File: src/design/lrts_pkg.sv
// Shared types and constants for the longest-remaining-time scheduler.
package lrts_pkg;

  localparam int unsigned SLOTS     = 16;
  localparam int unsigned TIME_BITS = 16;
  localparam int unsigned SLOT_W    = $clog2(SLOTS);
  localparam int unsigned NOW_W     = 24;
  localparam int unsigned SUM_W     = 26;

  localparam logic [1:0] CMD_LOAD  = 2'd0;
  localparam logic [1:0] CMD_TICK  = 2'd1;
  localparam logic [1:0] CMD_CLEAR = 2'd2;

  typedef struct packed {
    logic [1:0]  cmd;
    logic [3:0]  slot;
    logic [15:0] arrival_time;
    logic [15:0] burst_time;
  } lrts_in_t;

  typedef struct packed {
    logic [23:0] tick_time;
    logic        busy_res;
    logic [3:0]  run_slot;
    logic [15:0] remaining_after;
    logic        finished;
    logic [23:0] completion_time;
    logic [23:0] turnaround;
    logic [23:0] waiting;
    logic [25:0] turnaround_sum;
    logic [25:0] waiting_sum;
    logic        all_done;
  } lrts_out_t;

  typedef struct packed {
    logic                 loaded;
    logic                 ready;
    logic [TIME_BITS-1:0] arrival;
    logic [TIME_BITS-1:0] burst;
    logic [TIME_BITS-1:0] remaining;
  } slot_rec_t;

  typedef struct packed {
    logic clr;
    logic load;
    logic shift;
  } cell_ctl_t;

endpackage

File: src/design/longest_remaining_time_scheduler_top.sv
// Top level of the longest-remaining-time-first scheduler: cell ring and tick sequencer.
//
//   channel   handshake                  payload
//   command   start / busy (in)          in_word_i  (lrts_in_t)
//   result    res_valid_o strobe (out)   res_o      (lrts_out_t)
//
// Load and clear words are taken while idle; busy stays low.
// During a tick word the slot ring rotates once through the head to admit and pick,
// once more to decrement and check completion, then ST_CALC and ST_FIN do the
// turnaround/waiting arithmetic. The result strobes the cycle after ST_FIN.
// Reset empties every slot and zeroes time and sums. The receiver cannot stall.
module longest_remaining_time_scheduler_top import lrts_pkg::*; (
  input  logic      clk_i,
  input  logic      rst_ni,
  input  logic      start,
  output logic      busy,
  input  lrts_in_t  in_word_i,
  output logic      res_valid_o,
  output lrts_out_t res_o
);

  typedef enum logic [2:0] {
    ST_IDLE,
    ST_SCAN,
    ST_UPDATE,
    ST_CALC,
    ST_FIN
  } state_e;

  state_e               state_q;
  logic [SLOT_W-1:0]    cnt_q;
  logic                 found_q;
  logic [SLOT_W-1:0]    best_idx_q;
  logic [TIME_BITS-1:0] best_rem_q, best_arr_q, best_burst_q;
  logic                 done_q;
  logic [NOW_W-1:0]     now_q, tat_q;
  logic [SUM_W-1:0]     tat_sum_q, wait_sum_q;
  lrts_out_t            res_q;
  logic                 res_valid_q;

  slot_rec_t cells [SLOTS];
  slot_rec_t head_new, load_rec;
  cell_ctl_t ctl [SLOTS];
  logic      accept, take, head_live, finished, last;
  logic [NOW_W-1:0] ct, wt;
  logic [SUM_W:0]   tat_sum_w, wait_sum_w;

  assign accept = start && (state_q == ST_IDLE);
  assign last   = (cnt_q == SLOT_W'(SLOTS - 1));

  always_comb begin
    load_rec.loaded    = 1'b1;
    load_rec.ready     = 1'b0;
    load_rec.arrival   = TIME_BITS'(in_word_i.arrival_time);
    load_rec.burst     = TIME_BITS'(in_word_i.burst_time);
    load_rec.remaining = TIME_BITS'(in_word_i.burst_time);
  end

  for (genvar i = 0; i < SLOTS; i++) begin : g_cell
    always_comb begin
      ctl[i].clr   = accept && (in_word_i.cmd == CMD_CLEAR);
      ctl[i].load  = accept && (in_word_i.cmd == CMD_LOAD) && (32'(in_word_i.slot) == i);
      ctl[i].shift = (state_q == ST_SCAN) || (state_q == ST_UPDATE);
    end
    if (i == SLOTS - 1) begin : g_tail
      lrts_cell u_cell (
        .clk_i      (clk_i),
        .rst_ni     (rst_ni),
        .ctl_i      (ctl[i]),
        .load_rec_i (load_rec),
        .shift_rec_i(head_new),
        .rec_o      (cells[i])
      );
    end else begin : g_body
      lrts_cell u_cell (
        .clk_i      (clk_i),
        .rst_ni     (rst_ni),
        .ctl_i      (ctl[i]),
        .load_rec_i (load_rec),
        .shift_rec_i(cells[i+1]),
        .rec_o      (cells[i])
      );
    end
  end

  // head of the ring: admission and pick in the first pass, run-slot update in the second
  always_comb begin
    head_new = cells[0];
    if (state_q == ST_SCAN) begin
      if (cells[0].loaded && !cells[0].ready && (cells[0].remaining != '0) &&
          (NOW_W'(cells[0].arrival) == now_q)) begin
        head_new.ready = 1'b1;
      end
    end else if (state_q == ST_UPDATE) begin
      if (found_q && (cnt_q == best_idx_q)) begin
        head_new.remaining = cells[0].remaining - TIME_BITS'(1);
        if (head_new.remaining == '0) begin
          head_new.ready = 1'b0;
        end
      end
    end
  end

  assign take = head_new.ready &&
                (!found_q || (head_new.remaining > best_rem_q) ||
                 ((head_new.remaining == best_rem_q) && (head_new.arrival < best_arr_q)));
  assign head_live = head_new.loaded && (head_new.remaining != '0);

  assign finished   = found_q && (best_rem_q == TIME_BITS'(1));
  assign ct         = now_q + NOW_W'(1);
  assign wt         = tat_q - NOW_W'(best_burst_q);
  assign tat_sum_w  = {1'b0, tat_sum_q} + (SUM_W + 1)'(tat_q);
  assign wait_sum_w = {1'b0, wait_sum_q} + (SUM_W + 1)'(wt);

  always_ff @(posedge clk_i or negedge rst_ni) begin
    if (!rst_ni) begin
      state_q      <= ST_IDLE;
      cnt_q        <= '0;
      found_q      <= 1'b0;
      best_idx_q   <= '0;
      best_rem_q   <= '0;
      best_arr_q   <= '0;
      best_burst_q <= '0;
      done_q       <= 1'b1;
      now_q        <= '0;
      tat_q        <= '0;
      tat_sum_q    <= '0;
      wait_sum_q   <= '0;
      res_q        <= '0;
      res_valid_q  <= 1'b0;
    end else begin
      res_valid_q <= 1'b0;
      case (state_q)
        ST_IDLE: begin
          if (accept) begin
            case (in_word_i.cmd)
              CMD_TICK: begin
                state_q <= ST_SCAN;
                cnt_q   <= '0;
                found_q <= 1'b0;
                done_q  <= 1'b1;
              end
              CMD_CLEAR: begin
                now_q      <= '0;
                tat_sum_q  <= '0;
                wait_sum_q <= '0;
              end
              default: ;
            endcase
          end
        end
        ST_SCAN: begin
          if (take) begin
            found_q      <= 1'b1;
            best_idx_q   <= cnt_q;
            best_rem_q   <= head_new.remaining;
            best_arr_q   <= head_new.arrival;
            best_burst_q <= head_new.burst;
          end
          cnt_q <= last ? '0 : cnt_q + SLOT_W'(1);
          if (last) begin
            state_q <= ST_UPDATE;
          end
        end
        ST_UPDATE: begin
          if (head_live) begin
            done_q <= 1'b0;
          end
          cnt_q <= last ? '0 : cnt_q + SLOT_W'(1);
          if (last) begin
            state_q <= ST_CALC;
          end
        end
        ST_CALC: begin
          tat_q   <= ct - NOW_W'(best_arr_q);
          state_q <= ST_FIN;
        end
        ST_FIN: begin
          res_q.tick_time       <= now_q;
          res_q.busy_res        <= found_q;
          res_q.run_slot        <= found_q ? 4'(best_idx_q) : 4'd0;
          res_q.remaining_after <= found_q ? 16'(best_rem_q - TIME_BITS'(1)) : 16'd0;
          res_q.finished        <= finished;
          res_q.completion_time <= finished ? ct : '0;
          res_q.turnaround      <= finished ? tat_q : '0;
          res_q.waiting         <= finished ? wt : '0;
          res_q.all_done        <= done_q;
          if (finished) begin
            tat_sum_q  <= tat_sum_w[SUM_W] ? '1 : tat_sum_w[SUM_W-1:0];
            wait_sum_q <= wait_sum_w[SUM_W] ? '1 : wait_sum_w[SUM_W-1:0];
            res_q.turnaround_sum <= tat_sum_w[SUM_W] ? '1 : tat_sum_w[SUM_W-1:0];
            res_q.waiting_sum    <= wait_sum_w[SUM_W] ? '1 : wait_sum_w[SUM_W-1:0];
          end else begin
            res_q.turnaround_sum <= tat_sum_q;
            res_q.waiting_sum    <= wait_sum_q;
          end
          now_q       <= ct;
          res_valid_q <= 1'b1;
          state_q     <= ST_IDLE;
        end
        default: state_q <= ST_IDLE;
      endcase
    end
  end

  assign busy        = (state_q != ST_IDLE);
  assign res_valid_o = res_valid_q;
  assign res_o       = res_q;

  a_strobe_idle: assert property (@(posedge clk_i) disable iff (!rst_ni)
    res_valid_o |-> !busy)
    else $error("result strobe while busy");

  a_strobe_single: assert property (@(posedge clk_i) disable iff (!rst_ni)
    res_valid_o |=> !res_valid_o)
    else $error("result strobe longer than one cycle");

  a_fin_busy: assert property (@(posedge clk_i) disable iff (!rst_ni)
    (res_valid_o && res_o.finished) |-> (res_o.busy_res && (res_o.remaining_after == '0)))
    else $error("finished word without a run slot at zero");

  a_tick_len: assert property (@(posedge clk_i) disable iff (!rst_ni)
    (state_q == ST_CALC) |-> ($past(state_q) == ST_UPDATE))
    else $error("arithmetic stage entered without update pass");

endmodule

File: src/design/lrts_cell.sv
// One slot cell of the scheduler ring: holds a slot record, clears, loads or passes it on.
module lrts_cell import lrts_pkg::*; (
  input  logic      clk_i,
  input  logic      rst_ni,
  input  cell_ctl_t ctl_i,
  input  slot_rec_t load_rec_i,
  input  slot_rec_t shift_rec_i,
  output slot_rec_t rec_o
);

  slot_rec_t rec_q, rec_d;

  always_comb begin
    rec_d = rec_q;
    if (ctl_i.clr) begin
      rec_d.loaded = 1'b0;
      rec_d.ready  = 1'b0;
    end else if (ctl_i.load) begin
      rec_d = load_rec_i;
    end else if (ctl_i.shift) begin
      rec_d = shift_rec_i;
    end
  end

  always_ff @(posedge clk_i or negedge rst_ni) begin
    if (!rst_ni) begin
      rec_q <= '0;
    end else begin
      rec_q <= rec_d;
    end
  end

  assign rec_o = rec_q;

endmodule
File: config.mk
export PLATFORM = sky130hd
export DESIGN_NAME = longest_remaining_time_scheduler_top
export DESIGN_NICKNAME = d
export VERILOG_FILES = /design/src/design/lrts_pkg.sv /design/src/design/longest_remaining_time_scheduler_top.sv /design/src/design/lrts_cell.sv
export SDC_FILE = /design/constraint.sdc
export NUM_CORES = 2
export LEC_CHECK = 0
export BUFFER_PORTS_ARGS = -buffer_cell sky130_fd_sc_hd__buf_2
export CORE_UTILIZATION = 45
export DETAILED_ROUTE_END_ITERATION = 7
export HOLD_SLACK_MARGIN = 0.15
export PLACE_DENSITY = 0.66
export SLEW_MARGIN = 20
export SYNTH_ARGS = -nofsm -noshare
export SYNTH_HDL_FRONTEND = slang
export SYNTH_SLANG_ARGS = --single-unit
File: constraint.sdc
create_clock -name clk_i -period 11 [get_ports clk_i]
set_input_delay 0 -clock clk_i [delete_from_list [all_inputs] [get_ports clk_i]]
set_output_delay 0 -clock clk_i [all_outputs]
set_load 0.01 [all_outputs]
==> impl_metrics.tcl <==
set metrics [dict create \
    combPwrFrac 0.416 \
    hold_viol 0 \
    power.leakage_nw 28.2 \
    synth-seq-cells 1133 \
    insertion_delay_ps 710 \
    yosysUniqueCellTypes 83 \
    swShare 0.409 \
    start_util 0.456 \
    post-route-drc-count 0 \
    viasPerCell 5.63 \
    clock_sinks 1133 \
    cp_max_fo 31 \
    overflow 0 \
    dieArea_mm2 0.121 \
    slew_headroom 0.190 \
    yosys.area.top_type "dfrtp_1" \
    skew_ps 26.3 \
    grt.total_usage 0.242 \
    netlist_instances 6223 \
    cts-buffers-inserted 114 \
    critPathKind "reg -> reg" \
    power_frac_clock 0.231 \
    grt_max_degree 253 \
    min_path_type "in -> reg" \
    crit_path_start_kind "flip-flop" \
    die_w_um 348 \
    cp_top_family "simple AND/OR/NAND/NOR gates" \
    slowest_delay_ps 690 \
    synth-main-ff-cell "dfrtp_1" \
    p_switching_mw 7.36 \
    tightest_slew_ps 1210 \
    gp_congestion 0.904 \
    async_flop_share 1.00 \
    io_buffers 213 \
    grt_pass1_wl_mm 237 \
    cts_tree "built" \
    syn_area_mm2 0.0539 \
    p_per_area_mw_per_mm2 299 \
    first_pass_iters 6 \
    yosysWarnings 0 \
    cts.clk_slew.worst_paths_ps 60 \
    clock_path_buffers 3 \
    nFillCells 10878 \
    synth_most_common_cell "nand2_1" \
    crit_chain "nand2_1 -> nor4_1 -> nand3_1 -> nor4_1 -> xnor2_1 -> ha_1 -> a21o_1 -> a21o_1 -> a21oi_1 -> o2111ai_1 -> a21oi_1 -> nor3_4 -> buf_8 -> buf_4 -> mux2_2" \
    worstPathArrival_ps 6050 \
    crit_path_end_kind "flip-flop" \
    ctsResizeCount 0 \
    rows 126 \
    r2r-start "found_q" \
    drt-wirelength-per-cell_um 18.8 \
    maxSlewViolCount 0 \
    first_iter_violations 3976 \
    fin_crit_sh 0.497 \
    max-vdd-ir-drop_uv 225 \
    num_vias 44280 \
    die-height_um 348 \
    status "completed" \
    tns_ps 0 \
    grt_pass1_vias 42017 \
    cp_slowest_cell "nor4_1" \
    critPathRequiredTime_ps 11580 \
    htreeDepth 3 \
    crit_buf_inv 2 \
    fmax_mhz 183 \
    min_from "in_word_i[23]" \
    setup_violations 0 \
    hold_depth 4 \
    drv_cap 0 \
    timing.rr.end "best_arr_q[11]" \
    core-area_mm2 0.118 \
    synth_top_area_frac 0.525 \
    netlist_top_cells_count "nand2_1 (1935), dfrtp_1 (1132), a31oi_1 (732)" \
    cts_setup_buffers 0 \
    hold-path-endpoint "g_cell[12].g_body.u_cell.rec_o[39]" \
    ys_seq_area_frac 0.526 \
    synth_area_leaders "dfrtp_1 (53%), nand2_1 (13%), a31oi_1 (8.5%)" \
    power_mw 18.0 \
    synth-edff-count 0 \
    rrSetupSlack_ps 5530 \
    ios 214 \
    rsz0062_at_grt "false" \
    pwr-share-seq 0.352 \
    antenna_found_initial 4 \
    drtAntennaViolNets 0 \
    syn_avg_cell_area_um2 8.67 \
    finalNetCount 6327 \
    finalWirelength_mm 147 \
    drive_above_1_share 0.0927 \
    cts-root-buf "clkbuf_16" \
    dpl.hpwl_mm 91.6 \
    syn-num-nets 6385 \
    power.internal_mw 10.6 \
    r2r_cells 15 \
    area_growth_syn_to_layout_pct 11.7 \
    fin_crit_ps 5470 \
]
-- cell usage in the layout, fill, tap and decap left out, types with 48 or more instances in the layout --
cell	instances
nand2_1	1922
dfrtp_1	1132
a31oi_1	731
nor2_1	607
o21ai_0	233
buf_2	212
ha_1	117
clkbuf_16	115
a21oi_1	99
inv_1	92
xnor2_1	83
nand3_1	67
xor2_1	61
mux2_2	58
a22oi_1	48
-- repair_timing --
item | 4_1_cts | 5_1_grt
hold buffers | 45 | 0
setup endpoints to repair | 0 | 0
hold endpoints to repair | 922 | 0
-- how the worst max path moves through the flow --
stage / startpoint / end / slack [ps] / cells past startpoint
final: found_q / best_arr_q[11] / 5530 / 15
after global routing: found_q / best_burst_q[10] / 5360 / 15
after CTS: found_q / best_arr_q[11] / 5490 / 14
after detailed placement: found_q / best_arr_q[11] / 5510 / 14
after global placement: found_q / best_arr_q[10] / 5730 / 14
after floorplan: tat_q[0] / res_o[10] / 6440 / 22
-- worst reg2reg max path, stage by stage (launching register included) --
cell and delay (ps):
dfrtp_1 650, nand2_1 120, nor4_1 690, nand3_1 640
nor4_1 470, xnor2_1 310, ha_1 240, a21o_1 120
a21o_1 110, a21oi_1 70, o2111ai_1 190, a21oi_1 100
nor3_4 580, buf_8 250, buf_4 410, mux2_2 420
-- state kept, by name, indices dropped and copies added, names as in the netlist, 16 cells and up --
name,cells
best_arr_q,16
best_burst_q,16
best_rem_q,16
g_cell.g_body.u_cell.rec_o,750
g_cell.g_tail.u_cell.rec_o,50
now_q,24
res_o,171
tat_q,24
tat_sum_q,26
wait_sum_q,26
-- stage by stage --
| step | worst slack, ps | util | cells | hold WS (ps) | area, um^2 |
|---|---|---|---|---|---|
| 6_report | 5530 | 0.509 | 7861 | 251 | 60300 |
| 5_1_grt | 5360 | 0.509 | 7861 | 265 | 60300 |
| 4_1_cts | 5490 | 0.509 | 7859 | 210 | 60300 |
| 3_5_place_dp | 5510 | 0.471 | 7603 | 114 | 55700 |
| 3_3_place_gp | 5730 | 0.471 | 7603 | 101 | 55700 |
| 2_1_floorplan | 6440 | - | 6223 | -296 | 53900 |
-- final cells by class --
| type | instances | area [um^2] | share of cell area |
|---|---|---|---|
| Clock buffer | 170 | 3450 | 0.0573 |
| Inverter | 93 | 352 | 0.00583 |
| Timing Repair Buffer | 311 | 2020 | 0.0336 |
| Clock inverter | 41 | 588 | 0.00976 |
| Multi-Input combinational cell | 4512 | 23500 | 0.390 |
| Tap cell | 1600 | 2000 | 0.0332 |
| Sequential cell | 1133 | 28400 | 0.470 |
| Antenna cell | 1 | 2.50 | 0.0000415 |
-- cells by family after synthesis --
kind of cell | Yosys count | synth area share
AOI/OAI and AO/OA | 1334 | 0.155
xor gates and xnor gates | 144 | 0.0234
muxes | 82 | 0.0166
DFF | 1133 | 0.526
buffers and inverters | 578 | 0.0409
adders and majority gates | 121 | 0.0286
and+or+nand+nor | 2831 | 0.210
-- power groups by stage --
stage | sequential (mW) | clock, mW | combinational (mW)
after floorplan | 6.03 | 0 | 5.78
after global placement | 6.37 | 0 | 7.31
after detailed placement | 6.38 | 0 | 7.42
after CTS | 6.33 | 4.23 | 7.47
after global routing | 6.49 | 4.40 | 8.36
final | 6.34 | 4.16 | 7.49
-- routing by layer --
layer  track usage  wire (um)  up-vias
met1         0.346      67400    21744
met2         0.379      67200     1220
met4        0.0850       4750        4
met3        0.0280       8050      222
met5             0         25        -
li1              -          -    21090
Note: power is estimated with default switching activity, not from simulation.
